==> src/rtl/http2d_pkg.sv <==
// Shared types, codes and constants for the HTTP/2 receive deframer.
// Used by http2d_core and the top level; depends on nothing.
`default_nettype none

package http2d_pkg;

  localparam int unsigned PREFACE_LEN = 24;
  localparam int unsigned HEADER_LEN  = 9;

  localparam logic [7:0]  TYPE_DATA     = 8'h00;
  localparam logic [7:0]  TYPE_SETTINGS = 8'h04;
  localparam logic [7:0]  FLAG_ACK      = 8'h01;

  localparam logic [23:0] MAX_FRAME_RST   = 24'd16384;
  localparam logic [30:0] INIT_WINDOW_RST = 31'd65535;

  // configuration register indexes
  typedef enum logic [1:0] {
    CFG_MAX_FRAME   = 2'd0,
    CFG_INIT_WINDOW = 2'd1,
    CFG_EXPECT_PRE  = 2'd2,
    CFG_UNUSED      = 2'd3
  } cfg_idx_t;

  // result kinds
  typedef enum logic [2:0] {
    KIND_ABSORB  = 3'd0,
    KIND_HEADER  = 3'd1,
    KIND_PAYLOAD = 3'd2,
    KIND_ACK     = 3'd3,
    KIND_ERROR   = 3'd4,
    KIND_DROP    = 3'd5,
    KIND_PREFACE = 3'd6
  } kind_t;

  // error codes
  typedef enum logic [1:0] {
    ERR_NONE      = 2'd0,
    ERR_FRAME     = 2'd1,
    ERR_FLOW      = 2'd2,
    ERR_PREFACE   = 2'd3
  } err_t;

  // configuration write word
  typedef struct packed {
    logic        valid;
    logic [1:0]  index;
    logic [30:0] data;
  } cfg_wr_t;

  // one result word
  typedef struct packed {
    kind_t       kind;
    logic [7:0]  payload_byte;
    logic        frame_end;
    logic [23:0] frm_length;
    logic [7:0]  frame_kind;
    logic [7:0]  frame_flag_bits;
    logic [30:0] stream_number;
    logic [30:0] win_update;
    err_t        fault_code;
  } result_t;

  // client connection preface "PRI * HTTP/2.0\r\n\r\nSM\r\n\r\n"
  function automatic logic [7:0] preface_char(input logic [4:0] idx);
    logic [7:0] c;
    case (idx)
      5'd0:    c = 8'h50;
      5'd1:    c = 8'h52;
      5'd2:    c = 8'h49;
      5'd3:    c = 8'h20;
      5'd4:    c = 8'h2A;
      5'd5:    c = 8'h20;
      5'd6:    c = 8'h48;
      5'd7:    c = 8'h54;
      5'd8:    c = 8'h54;
      5'd9:    c = 8'h50;
      5'd10:   c = 8'h2F;
      5'd11:   c = 8'h32;
      5'd12:   c = 8'h2E;
      5'd13:   c = 8'h30;
      5'd14:   c = 8'h0D;
      5'd15:   c = 8'h0A;
      5'd16:   c = 8'h0D;
      5'd17:   c = 8'h0A;
      5'd18:   c = 8'h53;
      5'd19:   c = 8'h4D;
      5'd20:   c = 8'h0D;
      5'd21:   c = 8'h0A;
      5'd22:   c = 8'h0D;
      default: c = 8'h0A;
    endcase
    return c;
  endfunction

endpackage

`default_nettype wire

==> src/rtl/http2_frame_deframer_flow_control_top.sv <==
// Top level of the HTTP/2 receive deframer with connection flow control.
// Instantiates http2d_in_reg and http2d_core; uses http2d_pkg types.
//
// Usage:
//   in_*  : one received byte per word (valid/ready).
//   out_* : one result word per input byte: kind, payload byte, frame end,
//           current header fields, window-update increment, error code.
//   cfg_* : register writes (index 0 max frame size, 1 initial window, which
//           also reloads the window, 2 expect preface). cfg_ready is always
//           high; write only while no byte is in flight.
// Pipeline: a byte is registered in the input register at acceptance, and its
//   result in the result register once the core takes it; one byte per cycle
//   is sustained while out_ready is high. The per-byte work is a header compare
//   or a window subtract and compare between the input and result registers.
// Reset: rst_n low clears the pipeline, loads register defaults (16384,
//   65535, preface expected) and starts in preface check.
// Stall: while out_ready is low the result holds; the input register still
//   takes one more byte, then in_ready drops until the result drains.
`default_nettype none

module http2_frame_deframer_flow_control_top (
  input  wire logic        clk,
  input  wire logic        rst_n,
  input  wire logic        in_valid,
  output logic             in_ready,
  input  wire logic [7:0]  in_rx_byte,
  output logic             out_valid,
  input  wire logic        out_ready,
  output logic [2:0]       out_kind,
  output logic [7:0]       out_payload_byte,
  output logic             out_frame_end,
  output logic [23:0]      out_frm_length,
  output logic [7:0]       out_frame_kind,
  output logic [7:0]       out_frame_flag_bits,
  output logic [30:0]      out_stream_number,
  output logic [30:0]      out_win_update,
  output logic [1:0]       out_fault_code,
  input  wire logic        cfg_valid,
  output logic             cfg_ready,
  input  wire logic [1:0]  cfg_index,
  input  wire logic [30:0] cfg_data
);

  logic                hold_valid;
  logic [7:0]          hold_byte;
  logic                take;
  http2d_pkg::cfg_wr_t cfg;
  http2d_pkg::result_t res;

  assign cfg_ready = 1'b1;
  assign cfg.valid = cfg_valid;
  assign cfg.index = cfg_index;
  assign cfg.data  = cfg_data;

  http2d_in_reg u_in_reg (
    .clk        (clk),
    .rst_n      (rst_n),
    .in_valid   (in_valid),
    .in_ready   (in_ready),
    .in_rx_byte (in_rx_byte),
    .hold_valid (hold_valid),
    .hold_byte  (hold_byte),
    .take       (take)
  );

  http2d_core u_core (
    .clk        (clk),
    .rst_n      (rst_n),
    .hold_valid (hold_valid),
    .hold_byte  (hold_byte),
    .take       (take),
    .cfg        (cfg),
    .res_valid  (out_valid),
    .res        (res),
    .res_ready  (out_ready)
  );

  // unpack the result word
  assign out_kind             = res.kind;
  assign out_payload_byte     = res.payload_byte;
  assign out_frame_end        = res.frame_end;
  assign out_frm_length       = res.frm_length;
  assign out_frame_kind       = res.frame_kind;
  assign out_frame_flag_bits  = res.frame_flag_bits;
  assign out_stream_number    = res.stream_number;
  assign out_win_update       = res.win_update;
  assign out_fault_code       = res.fault_code;

endmodule

`default_nettype wire

==> src/rtl/http2d_in_reg.sv <==
// Input register stage of the deframer: holds one received byte word.
// Depends on http2d_pkg only through the top level wiring (no package items used).
`default_nettype none

module http2d_in_reg (
  input  wire logic       clk,
  input  wire logic       rst_n,
  input  wire logic       in_valid,
  output logic            in_ready,
  input  wire logic [7:0] in_rx_byte,
  output logic            hold_valid,
  output logic [7:0]      hold_byte,
  input  wire logic       take
);

  logic       valid_r;
  logic [7:0] byte_r;

  // accept a new word whenever the held one is empty or leaves this cycle
  assign in_ready   = !valid_r || take;
  assign hold_valid = valid_r;
  assign hold_byte  = byte_r;

  always_ff @(posedge clk) begin
    if (!rst_n) begin
      valid_r <= 1'b0;
    end else if (in_ready) begin
      valid_r <= in_valid;
    end
  end

  // payload register: load on accept
  always_ff @(posedge clk) begin
    if (in_valid && in_ready) begin
      byte_r <= in_rx_byte;
    end
  end

endmodule

`default_nettype wire

==> src/rtl/http2d_core.sv <==
// Deframer state machine, flow-control window and result register.
// Depends on http2d_pkg (codes, result and config word types, preface table).
`default_nettype none

module http2d_core (
  input  wire logic                 clk,
  input  wire logic                 rst_n,
  input  wire logic                 hold_valid,
  input  wire logic [7:0]           hold_byte,
  output logic                      take,
  input  wire http2d_pkg::cfg_wr_t  cfg,
  output logic                      res_valid,
  output http2d_pkg::result_t       res,
  input  wire logic                 res_ready
);

  typedef enum logic [1:0] {
    PH_PREFACE = 2'd0,
    PH_HEADER  = 2'd1,
    PH_PAYLOAD = 2'd2,
    PH_ERROR   = 2'd3
  } phase_t;

  phase_t              phase_r, phase_nxt;
  logic [4:0]          cnt_r, cnt_nxt;
  logic                match_r, match_nxt;
  logic [23:0]         len_r, len_nxt;
  logic [7:0]          type_r, type_nxt;
  logic [7:0]          flags_r, flags_nxt;
  logic [30:0]         stream_r, stream_nxt;
  logic [23:0]         left_r, left_nxt;
  logic [30:0]         win_r, win_nxt;
  logic                started_r, started_nxt;
  http2d_pkg::err_t    err_r, err_nxt;
  logic [23:0]         max_frame_r, max_frame_nxt;
  logic [30:0]         init_win_r, init_win_nxt;
  logic                expect_pre_r, expect_pre_nxt;
  logic                out_v_r, out_v_nxt;
  http2d_pkg::result_t res_r, res_nxt;

  logic [30:0]         len_ext;
  logic [30:0]         win_debit;
  logic                match_now;

  // process the held word when the result register is free or drains
  assign take      = hold_valid && (!out_v_r || res_ready);
  assign res_valid = out_v_r;
  assign res       = res_r;

  assign len_ext   = {7'd0, len_r};
  assign win_debit = (win_r >= len_ext) ? (win_r - len_ext) : 31'd0;
  assign match_now = match_r && (http2d_pkg::preface_char(cnt_r) == hold_byte);

  always_comb begin
    phase_nxt      = phase_r;
    cnt_nxt        = cnt_r;
    match_nxt      = match_r;
    len_nxt        = len_r;
    type_nxt       = type_r;
    flags_nxt      = flags_r;
    stream_nxt     = stream_r;
    left_nxt       = left_r;
    win_nxt        = win_r;
    started_nxt    = started_r;
    err_nxt        = err_r;
    max_frame_nxt  = max_frame_r;
    init_win_nxt   = init_win_r;
    expect_pre_nxt = expect_pre_r;
    out_v_nxt      = out_v_r && !res_ready;
    res_nxt        = res_r;

    // step one byte
    if (take) begin
      started_nxt          = 1'b1;
      out_v_nxt            = 1'b1;
      res_nxt              = '0;
      res_nxt.kind         = http2d_pkg::KIND_ABSORB;
      res_nxt.fault_code   = http2d_pkg::ERR_NONE;
      case (phase_r)
        PH_PREFACE: begin
          match_nxt = match_now;
          cnt_nxt   = cnt_r + 5'd1;
          if (cnt_r == 5'(http2d_pkg::PREFACE_LEN - 1)) begin
            cnt_nxt   = '0;
            match_nxt = 1'b1;
            if (match_now) begin
              phase_nxt    = PH_HEADER;
              res_nxt.kind = http2d_pkg::KIND_PREFACE;
            end else begin
              phase_nxt          = PH_ERROR;
              err_nxt            = http2d_pkg::ERR_PREFACE;
              res_nxt.kind       = http2d_pkg::KIND_ERROR;
              res_nxt.fault_code = http2d_pkg::ERR_PREFACE;
            end
          end
        end
        PH_HEADER: begin
          case (cnt_r)
            5'd0:    len_nxt = {hold_byte, 16'd0};
            5'd1:    len_nxt = {len_r[23:16], hold_byte, len_r[7:0]};
            5'd2:    len_nxt = {len_r[23:8], hold_byte};
            5'd3:    type_nxt = hold_byte;
            5'd4:    flags_nxt = hold_byte;
            5'd5:    stream_nxt = {hold_byte[6:0], 24'd0};
            5'd6:    stream_nxt = {stream_r[30:24], hold_byte, stream_r[15:0]};
            5'd7:    stream_nxt = {stream_r[30:16], hold_byte, stream_r[7:0]};
            default: stream_nxt = {stream_r[30:8], hold_byte};
          endcase
          cnt_nxt = cnt_r + 5'd1;
          // header complete: length, type and flags are settled already
          if (cnt_r == 5'(http2d_pkg::HEADER_LEN - 1)) begin
            cnt_nxt = '0;
            if (len_r == 24'd0) begin
              if (type_r == http2d_pkg::TYPE_SETTINGS &&
                  (flags_r & http2d_pkg::FLAG_ACK) != 8'd0) begin
                res_nxt.kind = http2d_pkg::KIND_ACK;
              end else begin
                phase_nxt          = PH_ERROR;
                err_nxt            = http2d_pkg::ERR_FRAME;
                res_nxt.kind       = http2d_pkg::KIND_ERROR;
                res_nxt.fault_code = http2d_pkg::ERR_FRAME;
              end
            end else if (len_r > max_frame_r) begin
              phase_nxt          = PH_ERROR;
              err_nxt            = http2d_pkg::ERR_FRAME;
              res_nxt.kind       = http2d_pkg::KIND_ERROR;
              res_nxt.fault_code = http2d_pkg::ERR_FRAME;
            end else if (type_r == http2d_pkg::TYPE_DATA && len_ext > win_r) begin
              phase_nxt          = PH_ERROR;
              err_nxt            = http2d_pkg::ERR_FLOW;
              res_nxt.kind       = http2d_pkg::KIND_ERROR;
              res_nxt.fault_code = http2d_pkg::ERR_FLOW;
            end else begin
              left_nxt     = len_r;
              phase_nxt    = PH_PAYLOAD;
              res_nxt.kind = http2d_pkg::KIND_HEADER;
            end
          end
        end
        PH_PAYLOAD: begin
          res_nxt.kind         = http2d_pkg::KIND_PAYLOAD;
          res_nxt.payload_byte = hold_byte;
          left_nxt             = (left_r != 24'd0) ? left_r - 24'd1 : 24'd0;
          // last byte: close frame; on DATA debit the window, refill it at half or below
          if (left_r <= 24'd1) begin
            res_nxt.frame_end = 1'b1;
            phase_nxt         = PH_HEADER;
            if (type_r == http2d_pkg::TYPE_DATA) begin
              win_nxt = win_debit;
              if (win_debit <= (init_win_r >> 1)) begin
                res_nxt.win_update = init_win_r - win_debit;
                win_nxt            = init_win_r;
              end
            end
          end
        end
        default: begin
          res_nxt.kind       = http2d_pkg::KIND_DROP;
          res_nxt.fault_code = err_r;
        end
      endcase
      res_nxt.frm_length      = len_nxt;
      res_nxt.frame_kind      = type_nxt;
      res_nxt.frame_flag_bits = flags_nxt;
      res_nxt.stream_number   = stream_nxt;
    end

    // register writes must arrive only while idle; the block itself does not enforce it
    if (cfg.valid) begin
      case (cfg.index)
        http2d_pkg::CFG_MAX_FRAME: begin
          max_frame_nxt = cfg.data[23:0];
        end
        http2d_pkg::CFG_INIT_WINDOW: begin
          init_win_nxt = cfg.data;
          win_nxt      = cfg.data;
        end
        http2d_pkg::CFG_EXPECT_PRE: begin
          expect_pre_nxt = cfg.data[0];
          if (!started_r) begin
            phase_nxt = cfg.data[0] ? PH_PREFACE : PH_HEADER;
            cnt_nxt   = '0;
            match_nxt = 1'b1;
          end
        end
        default: begin
        end
      endcase
    end
  end

  // hold state, configuration and the result register
  always_ff @(posedge clk) begin
    if (!rst_n) begin
      phase_r      <= PH_PREFACE;
      cnt_r        <= '0;
      match_r      <= 1'b1;
      len_r        <= '0;
      type_r       <= '0;
      flags_r      <= '0;
      stream_r     <= '0;
      left_r       <= '0;
      win_r        <= http2d_pkg::INIT_WINDOW_RST;
      started_r    <= 1'b0;
      err_r        <= http2d_pkg::ERR_NONE;
      max_frame_r  <= http2d_pkg::MAX_FRAME_RST;
      init_win_r   <= http2d_pkg::INIT_WINDOW_RST;
      expect_pre_r <= 1'b1;
      out_v_r      <= 1'b0;
    end else begin
      phase_r      <= phase_nxt;
      cnt_r        <= cnt_nxt;
      match_r      <= match_nxt;
      len_r        <= len_nxt;
      type_r       <= type_nxt;
      flags_r      <= flags_nxt;
      stream_r     <= stream_nxt;
      left_r       <= left_nxt;
      win_r        <= win_nxt;
      started_r    <= started_nxt;
      err_r        <= err_nxt;
      max_frame_r  <= max_frame_nxt;
      init_win_r   <= init_win_nxt;
      expect_pre_r <= expect_pre_nxt;
      out_v_r      <= out_v_nxt;
    end
  end

  always_ff @(posedge clk) begin
    res_r <= res_nxt;
  end

  // counters stay inside their phase's range
  a_cnt_range: assert property (@(posedge clk) disable iff (!rst_n)
    (phase_r != PH_HEADER || cnt_r < 5'(http2d_pkg::HEADER_LEN)) &&
    (phase_r != PH_PREFACE || cnt_r < 5'(http2d_pkg::PREFACE_LEN)))
    else $error("byte counter out of range");

  // no payload outstanding outside the payload phase
  a_left_idle: assert property (@(posedge clk) disable iff (!rst_n)
    phase_r != PH_PAYLOAD |-> left_r == 24'd0)
    else $error("payload count left over outside payload phase");

  // error and drop results carry a code
  a_err_code: assert property (@(posedge clk) disable iff (!rst_n)
    out_v_r && (res_r.kind == http2d_pkg::KIND_ERROR ||
                res_r.kind == http2d_pkg::KIND_DROP)
    |-> res_r.fault_code != http2d_pkg::ERR_NONE)
    else $error("error result without code");

  // window updates only close a DATA payload
  a_win_upd: assert property (@(posedge clk) disable iff (!rst_n)
    out_v_r && res_r.win_update != 31'd0
    |-> res_r.frame_end && res_r.kind == http2d_pkg::KIND_PAYLOAD &&
        res_r.frame_kind == http2d_pkg::TYPE_DATA)
    else $error("window update outside frame end");

  // the error phase is sticky
  a_sticky: assert property (@(posedge clk) disable iff (!rst_n)
    phase_r == PH_ERROR |=> phase_r == PH_ERROR)
    else $error("left error phase without reset");

endmodule

`default_nettype wire
==> config.mk <==
export PLATFORM = sky130hd
export DESIGN_NAME = http2_frame_deframer_flow_control_top
export DESIGN_NICKNAME = d
export VERILOG_FILES = /design/src/rtl/http2d_pkg.sv /design/src/rtl/http2_frame_deframer_flow_control_top.sv /design/src/rtl/http2d_in_reg.sv /design/src/rtl/http2d_core.sv
export SDC_FILE = /design/constraint.sdc
export NUM_CORES = 1
export LEC_CHECK = 0
export BUFFER_PORTS_ARGS = -buffer_cell sky130_fd_sc_hd__buf_2
export CORE_MARGIN = 10
export CORE_UTILIZATION = 62
export DETAILED_ROUTE_END_ITERATION = 7
export PLACE_DENSITY_LB_ADDON = 0.3
export SYNTH_ARGS = -nofsm -noshare
export SYNTH_HDL_FRONTEND = slang
export SYNTH_SLANG_ARGS = --single-unit
==> constraint.sdc <==
create_clock -name clk -period 8.2 [get_ports clk]
set_clock_uncertainty 0.1 [all_clocks]
set_input_delay 0 -clock clk [delete_from_list [all_inputs] [get_ports clk]]
set_output_delay 0 -clock clk [all_outputs]
set_load 0.03 [all_outputs]
# Yosys cells after proc, flatten, opt, wreduce, memory -nomap -nowiden
# Memories as Yosys holds them, arrays and structs flattened. A register that Yosys moved wholly into a read port is not among the register bits.
# Index checks and enable logic that the tools add are counted.
[op_classes] add_sub_neg=4 order_cmp=5 eq_ne=23 muxes=76 n_reduce_logical=25
[op_table] cell="$mux W31" n=9
[op_table] cell="$mux W24" n=6
[op_table] cell="$pmux W31 S4" n=1
[op_table] cell="$pmux W24 S3" n=1
[op_table] cell="$mux W2" n=25
[op_table] cell="$pmux W24 S2" n=1
[op_table] cell="$mux W5" n=7
[op_table] cell="$mux W8" n=4
[op_table] cell="$ge A31 B24 Y1" n=1
[op_table] cell="$gt A24 B31 Y1" n=1
[op_table] cell="$le A31 B30 Y1" n=1
[op_table] cell="$sub A31 B24 Y31" n=1
[op_table] cell="$sub A31 B31 Y31" n=1
[op_table] cell="$gt A24 B24 Y1" n=1
[op_table] cell="$le A24 B1 Y1 const B" n=1
[op_table] cell="$logic_not A24 Y1" n=1
[op_table] cell="$reduce_bool A24 Y1" n=1
[op_table] cell="$sub A24 B1 Y24 const B" n=1
[op_table] cell="$eq A5 B3 Y1 const B" n=4
[op_table] cell="$mux W3" n=6
[op_table] cell="$pmux W2 S3" n=2
[op_table] cell="$mux W1" n=11
[op_table] cell="$eq A5 B2 Y1 const B" n=2
[op_table] cell="$pmux W5 S2" n=1
[op_table] cell="26 further kinds" n=43
[totals] register_bits=318 mem_bits_ro=224 in_bits=46 output_inout_bits=119 word_cells=159 n_memories=1
[memory_table] memory="(name not given)" words=32 width=7 rd=1 rd_clocked_by_memory_dff=1 wr=0 line_no="http2d_pkg.sv:67" rtl="case (idx)"

# Logic depth before layout (Yosys ltp)
# Gate-level depths: netlist of the first run.
[logic_depth] word_depth=11 depth_mapped=25 depth_no_buf=23

# By module
# Synthesis of the first run repeated with hierarchy kept, for this count alone.
[unflattened] hier_cells=2189 area_unflattened_um2=18755.5
[by_module_without_submodules] mod="http2d_core" n_inst=1 cells_per_inst=2174 area_per_inst_um2=18446.4 seq_area_each_um2=7487.2
[by_module_without_submodules] mod="http2d_in_reg" n_inst=1 cells_per_inst=13 area_per_inst_um2=297.8 seq_area_each_um2=260.2
[by_module_without_submodules] mod="http2_frame_deframer_flow_control_top" n_inst=1 cells_per_inst=2 area_per_inst_um2=11.3 seq_area_each_um2=0.0

# Worst setup path before layout of the first run
# Ideal clock, no wire load.
[synth_path] path_kind="register to register" startpoint="register u_core.out_v_r, in the netlist u_core.res_valid" endpoint="register u_core.res_r, in the netlist u_core.res[0] (enable)" arrival_time_ns=4.786 setup_slack_ns=2.789 stages_incl_launch_ff=7 period_less_slack_ns=5.411 path_cell_list="dfxtp_1 > nor2b_1 > nand2b_1 > inv_1 > clkbuf_1 > clkbuf_1 > buf_1"
[synth_via] elab_chain_cells=3
[synth_rtl] item="start: declaration" line_no="http2d_core.sv:38" rtl="logic out_v_r, out_v_nxt;"
[synth_rtl] item="start signal: assignment" line_no="http2d_core.sv:225" rtl="out_v_r <= out_v_nxt;"
[synth_rtl] item="$logic_not A1 Y1" line_no="http2d_core.sv:46" rtl="assign take = hold_valid && (!out_v_r || res_ready);"
[synth_rtl] item="$logic_or A1 B1 Y1" line_no="http2d_core.sv:46"
[synth_rtl] item="$logic_and A1 B1 Y1" line_no="http2d_core.sv:46"
[synth_rtl] item="named net take" line_no="http2_frame_deframer_flow_control_top.sv:46" rtl="logic take;"
[synth_rtl] item="end signal: assignment" line_no="http2d_core.sv:230" rtl="res_r <= res_nxt;"
[synth_rtl] item="end: declaration" line_no="http2d_core.sv:39" rtl="http2d_pkg::result_t res_r, res_nxt;"
# The timed path passes the listed nets, and every way through them passes these cells.
# A chain may end at the register's enable or synchronous reset.

# Worst setup path after layout of the first run
[layout_path] startpoint="register u_core.len_r[9]" endpoint="register u_core.res_r, in the netlist u_core.res[6] (data pin)"
[layout_via] elab_chain_cells=4 elab_cells_between_ends=6 classes_between="add/sub: 2; order compare: 2; mux: 1; reduce/logical: 1"
[layout_rtl] item="start: declaration" line_no="http2d_core.sv:27" rtl="logic [23:0] len_r, len_nxt;"
[layout_rtl] item="start signal: assignment" line_no="http2d_core.sv:214" rtl="len_r <= len_nxt;"
[layout_rtl] item="$sub A31 B24 Y31 / $ge A31 B24 Y1 (equally long branches)" line_no="http2d_core.sv:51" rtl="assign win_debit = (win_r >= len_ext) ? (win_r - len_ext) : 31'd0;"
[layout_rtl] item="$mux W31 *" line_no="http2d_core.sv:51"
[layout_rtl] item="$le A31 B30 Y1" line_no="http2d_core.sv:150" rtl="if (win_debit <= (init_win_r >> 1)) begin"
[layout_rtl] item="$reduce_and A4 Y1 (no line)"
# Every way passes the cells marked *; elsewhere a longest branch is shown, timed or not.

==> flow_summary.ini, run 1 <==
[run_status]
outcome = finished, final reports clean

[synth]
async_reset_ff_frac = 0
synth_ff_type = dfxtp_1
synth_compound_gate_area_share = 0.207
syn-num-nets = 2307
yosysUniqueCellTypes = 91
syn-cell-area_um2 = 18700
synthMuxAreaShare = 0.0301
ys_seq_area_frac = 0.414
synth_top_family_by_area = compound AO/OA/AOI/OAI gates
synthXorXnorAreaFrac = 0.0290
synth-edff-count = 124
yosysWarningCount = 0
synthCells = 2137
ys_ff_latch = 325
syn_avg_cell_area_um2 = 8.76
yosys.area_share.simple = 0.180
synthAdderAreaFrac = 0.0837

[timing]
setup_viol = 0
tightest_slew_ns = 1.04
slew_viol_final = 0
period_needed_ns = 6.81
hold_ws_ns = 0.0908
finalCritPeriodShare = 0.831
rsz0062_at_grt = no
fin_setup_tns_ns = 0
max_freq_mhz = 147
slew_headroom = 0.308
hold_violations = 0
setup_ws_ns = 1.39

[cells_and_area]
antenna_cells = 0
syn2layout_area_growth_pct = 13.9
layout_commonest_cell = nand2_1
nNetsFinal = 2451
drive_above_1_share = 0.132
layout_common_cells = nand2_1 (250), nor2_1 (233), dfxtp_1 (201)
fillerInstances = 2259

[floorplanning]
core_um2 = 29700
dieArea_um2 = 37500
fp.dieW_um = 194
start_util = 0.630
ioPinCount = 165
die_h_um = 194
num_rows = 63

[pwr]
peakVddDrop_mv = 0.157
power_density_nw_per_um2 = 233
p_leak_uw = 0.00873

[route]
drc = 0
vias_per_cell = 6.36
ant_nets = 0
firstDrtPassIters = 6
wl_um = 58300
routedWlPerCell_um = 21.6
dr_total_vias = 17172
drt_iter0_drc = 2066

[min_path]
min_path_type = input port to register

[grt]
overflow = 0
grt_pass1_wl_um = 91900
grt_pass1_vias = 16205
antenna_found_initial = 0
grtUsageTotal = 0.297
grt_max_degree = 84

[cts]
htreeDepth = 2
postCtsSetupBuffers = 0
cts_tree = yes
worstSkewPairLatency_ns = 0.54
clk_pin_slew_worst_paths_ns = 0.06
postCtsResizedCells = 0
cts-buffers-inserted = 36
cts.sink_count = 325
cts.path.max_buffers = 3
cts_root_buffer = clkbuf_16

[critical_path]
start_kind = register
worstPathArrival_ns = 7.04
cp_slowest_cell = nand2_1
critPathMaxStageDelay_ns = 0.76
cp-end-kind = register
path_cells = inv_1 -> ha_1 -> a21oi_1 -> a21boi_0 -> or3_1 -> o21ai_1 -> and2_1 -> buf_4 -> nor2_1 -> mux2i_1 -> inv_1 -> ha_1 -> nand3_1 -> or3_1 -> nor3_1 -> a22oi_1 -> nand2_1 -> o31a_1 -> and2_4 -> nand2_1 -> a211oi_1
crit_path_max_fanout = 37
cp_num_buf_inv = 3
cp.required_ns = 8.43
critical_path_class = register to register
critical_path.top_delay_family = simple AND/OR/NAND/NOR gates

[job]
drv_cap = 0

[placement]
place_hpwl_um = 41600
globalplace.congestion = 1.05
dpl_worst_slack_ns = 1.49
numPortBuffers = 163
## report_power, final
group	total, µW	internal [µW]	switching, µW	leakage (µW)
clock	1650	955	694	0.000576
combinational	1530	563	966	0.00531
sequential	1790	1740	55.6	0.00284
total	4970	3260	1720	0.00873
## final cells by class
| cell class | instances | area [µm²] | area share |
|---|---|---|---|
| clock inverter | 18 | 204 | 0.00957 |
| sequential | 325 | 7750 | 0.364 |
| inverter | 142 | 541 | 0.0254 |
| tap | 390 | 488 | 0.0229 |
| multi-input combinational | 1551 | 9940 | 0.467 |
| timing repair buffer | 225 | 1400 | 0.0656 |
| clock buffer | 48 | 987 | 0.0463 |
## timing repair
item                                    CTS  global route
endpoints found under the setup margin    0             0
hold buffers                             47             0
hold endpoints to repair                106             0
## worst register-to-register path: stages, from the launching register on
cell and delay [ns]:
dfxtp_1 0.38, inv_1 0.11, ha_1 0.37, a21oi_1 0.22, a21boi_0 0.25, or3_1 0.40, o21ai_1 0.26, and2_1 0.68
buf_4 0.30, nor2_1 0.06, mux2i_1 0.31, inv_1 0.09, ha_1 0.31, nand3_1 0.07, or3_1 0.38, nor3_1 0.21
a22oi_1 0.09, nand2_1 0.16, o31a_1 0.17, and2_4 0.51, nand2_1 0.77, a211oi_1 0.42
## through the flow
step | cells | total power, µW | utilization | area, µm²
6_report | 2699 | 4970 | 0.717 | 21300
5_1_grt | 2699 | 5190 | 0.717 | 21300
4_1_cts | 2699 | 4940 | 0.717 | 21300
3_5_place_dp | 2586 | 3290 | 0.661 | 19600
3_3_place_gp | 2586 | 3270 | 0.661 | 19600
2_1_floorplan | 2137 | 2970 | - | 18700
## Yosys cell counts (25+ instances only)
master	instances	area, µm²
nand2_1	250	938
nor2_1	234	878
dfxtp_1	201	4020
a21oi_1	193	966
inv_1	141	529
edfxtp_1	124	3720
ha_1	122	1530
o21ai_0	89	445
clkbuf_1	84	315
nor3_1	60	300
a22o_1	39	342
xnor2_1	37	324
mux2i_1	36	360
o211ai_1	31	233
nand3_1	30	150
a21o_1	27	203
nand4_1	26	163
xor2_1	25	219
## registers in the layout (all words and copies together) (netlist names), named ones only
signal,count
u_core.win_r,31
u_in_reg.hold_valid,1
u_core.stream_r,31
u_core.len_r,24
u_core.type_r,8
u_core.phase_r,2
u_core.started_r,1
u_core.res,116
u_in_reg.hold_byte,8
u_core.init_win_r,31
u_core.err_r,2
u_core.left_r,24
u_core.match_r,1
u_core.flags_r,8
u_core.max_frame_r,24
u_core.cnt_r,5
u_core.res_valid,1
## metal layers
metal,global-route usage,share of wire,vias up
met5,0,0,-
met4,0.0844,0.027,0
met3,0.0493,0.090,127
met2,0.465,0.46,871
met1,0.415,0.42,8177
li1,-,-,7997
## kinds of logic (layout without fill, tap and decap cells)
family / Yosys count / after routing
XOR/XNOR: 62 / 62
buffers and inverters: 261 / 433
adder cells (fa/ha/maj): 124 / 124
other: 1 / 1
multiplexers: 54 / 54
AO/OA/AOI/OAI: 574 / 574
flip-flops: 325 / 325
AND/OR/NAND/NOR: 736 / 736
## worst paths after layout
| kind | startpoint | endpoint | slack (ns) | depth (start not counted) |
|---|---|---|---|---|
| setup reg to reg | u_core.len_r[9] | u_core.res[6] | 1.39 | 21 |
| hold / removal | in_rx_byte[5] | u_in_reg.hold_byte[5] | 0.09 | 2 |
| setup / recovery | u_core.len_r[9] | u_core.res[6] | 1.39 | 21 |
| hold reg to reg | u_core.max_frame_r[22] | u_core.max_frame_r[22] | 0.35 | 2 |
No activity file was read; power rests on OpenSTA's default activity.
==> run 2: changes to the inputs <==
--- a/config.mk
+++ b/config.mk
@@ -7,7 +7,7 @@
 export LEC_CHECK = 0
 export BUFFER_PORTS_ARGS = -buffer_cell sky130_fd_sc_hd__buf_2
 export CORE_MARGIN = 10
-export CORE_UTILIZATION = 62
+export CORE_UTILIZATION = 61
 export DETAILED_ROUTE_END_ITERATION = 7
 export PLACE_DENSITY_LB_ADDON = 0.3
 export SYNTH_ARGS = -nofsm -noshare
==> constraint.sdc (replaced) <==
create_clock -name clk -period 6.8 [get_ports clk]
set_clock_uncertainty 0.1 [all_clocks]
set_input_delay 0 -clock clk [delete_from_list [all_inputs] [get_ports clk]]
set_output_delay 0 -clock clk [all_outputs]
set_load 0.03 [all_outputs]
==> run 2 against run 1 <==
The run now ends with hold timing left. Sequential power is 21% higher. Fmax is 5.5% higher. Hold slack worse by 0.093 ns. Die area up 1.5%. Critical path depth rose by 1. Global-route usage down 1.0 points. Via count is 0.22% higher. Final area rose by 1.2%. Clock power increased by 16%. Combinational power is 20% higher. First-iteration DRC count decreased by 0.53%. Sequential share of layout area decreased by 0.42 points. Highest routed layer unchanged.
==> flow_summary.ini, run 2 (same netlist as run 1, synthesis figures left out) <==
[route]
drt_iter0_drc = 2055
routed-wl-met2_um = 26500
dr_total_vias = 17210
drt-met1-wl_um = 23700
ant_nets = 0
wl_um = 57400
firstDrtPassIters = 6
drc = 0
top_layer = met4
routedWlPerCell_um = 21.0
wl_met3_um = 5390
vias_per_cell = 6.29

[critical_path]
cp-end-kind = register
cp.required_ns = 7.09
reg2reg_slack_ns = 0.34
crit_path_max_fanout = 37
cp_slowest_cell = dlygate4sd3_1
crit_start = u_core.len_r[4]
critical_path_class = register to register
worstPathArrival_ns = 6.75
critPathMaxStageDelay_ns = 0.55
path_cells = inv_1 -> ha_1 -> a21oi_1 -> a31oi_4 -> o311ai_1 -> a31oi_1 -> a221o_1 -> a211oi_2 -> mux2i_1 -> inv_1 -> ha_1 -> nand3_1 -> or3_1 -> nor3_1 -> a22oi_1 -> nand2_1 -> o31a_1 -> and2_4 -> mux2i_1 -> a211oi_1 -> a31o_2 -> dlygate4sd3_1
rr_startpoint = u_core.len_r[4]
start_kind = register

[timing]
setup_viol = 0
fin_setup_tns_ns = 0
rsz0062_at_grt = no
slew_headroom = 0.318
slew_viol_final = 0
tightest_slew_ns = 1.02
max_freq_mhz = 155
hold_ws_ns = -0.00264
period_needed_ns = 6.46
hold_violations = 1
finalCritPeriodShare = 0.949

[cells_and_area]
largest_reg_flops = 116
syn2layout_area_growth_pct = 15.2
layout_common_cells = nand2_1 (250), nor2_1 (233), dfxtp_1 (201)
nNetsFinal = 2480
fillerInstances = 2334
drive_above_1_share = 0.131
fin_area_um2 = 21600
layout_commonest_cell = nand2_1
utilization = 0.708

[floorplanning]
fp.dieW_um = 195
ioPinCount = 165
start_util = 0.615
dieArea_um2 = 38100
die_h_um = 195
num_rows = 64
core_um2 = 30400

[grt]
antenna_found_initial = 1
grt_pass1_wl_um = 90100
overflow = 0
grtUsageTotal = 0.287
grt_pass1_vias = 16507
grt_max_degree = 93

[cts]
postCtsSetupBuffers = 0
worstSkewPairLatency_ns = 0.53
cts_root_buffer = clkbuf_16
cts.sink_count = 325
clk_pin_slew_worst_paths_ns = 0.06
cts.path.max_buffers = 3
cts_tree = yes
cts-buffers-inserted = 36
htreeDepth = 2

[pwr]
power_density_nw_per_um2 = 274
total_power_uw = 5910
p_leak_uw = 0.00880
peakVddDrop_mv = 0.205

[placement]
place_hpwl_um = 40800
numPortBuffers = 163
dpl_cell_area_um2 = 19700
globalplace.congestion = 0.982

[run_status]
outcome = finished, violations left
violations = hold timing

[job]
drv_cap = 0

[min_path]
min_path_type = input port to register
worstHoldStart = cfg_valid
[run 2: cell count changes in the layout (fill, tap and decap cells not counted), moves of 2 or more]
cell | before | now
buf_4 | 15 | 18
dlygate4sd3_1 | 47 | 72
clkbuf_1 | 9 | 11
clkinv_1 | 2 | 4
clkinvlp_4 | 3 | 0
[run 2: metal layers]
| metal | up-vias | global-route usage |
|---|---|---|
| met5 | - | 0 |
| met4 | 0 | 0.0882 |
| met3 | 141 | 0.0509 |
| met2 | 871 | 0.460 |
| met1 | 8150 | 0.387 |
| li1 | 8048 | - |
[run 2: final cells by class]
| cell class | count | area, µm² | share of cell area |
|---|---|---|---|
| multi-input combinational | 1551 | 9950 | 0.461 |
| sequential | 325 | 7750 | 0.359 |
| timing repair buffer | 254 | 1690 | 0.0785 |
| clock buffer | 49 | 970 | 0.0450 |
| inverter | 142 | 541 | 0.0251 |
| tap | 396 | 495 | 0.0230 |
| clock inverter | 16 | 165 | 0.00766 |
| antenna | 1 | 2.50 | 0.000116 |
[run 2: worst paths after layout]
path / endpoint / depth (start not counted)
worst max-delay path: u_core.win_r[27] / 22
worst min-delay path: u_core.phase_r[0] / 3
worst max register to register: u_core.win_r[27] / 22
worst min register to register: u_core.max_frame_r[23] / 2
[run 2: repair_timing]
| item | in CTS | in global routing |
|---|---|---|
| hold endpoints to repair | 107 | 0 |
| hold buffers | 72 | 0 |
| resized for setup | 0 | 1 |
| endpoints found under the setup margin | 0 | 4 |
[run 2: where the power goes]
group          switching [µW]  total [µW]  internal, µW  leakage [µW]
clock network             802        1920          1120      0.000558
logic                    1140        1830           687       0.00541
registers                66.3        2160          2100       0.00284
[run 2: metrics by stage]
| step | instances | setup WS, ns |
|---|---|---|
| after global placement | 2596 | 0.976 |
| final | 2734 | 0.344 |
| after floorplan | 2137 | 1.39 |
| after detailed placement | 2596 | 0.765 |
| after global routing | 2734 | 0.0191 |
| after CTS | 2733 | 0.278 |
[run 2: worst max-delay path, delay by kind of cell, from the launching register on]
family,cells,cell delay [ns]
AO/OA/AOI/OAI,10,2.50
multiplexers,2,0.63
buffers and inverters,3,0.79
adder cells (fa/ha/maj),2,0.64
AND/OR/NAND/NOR,5,1.26
flip-flops,1,0.42
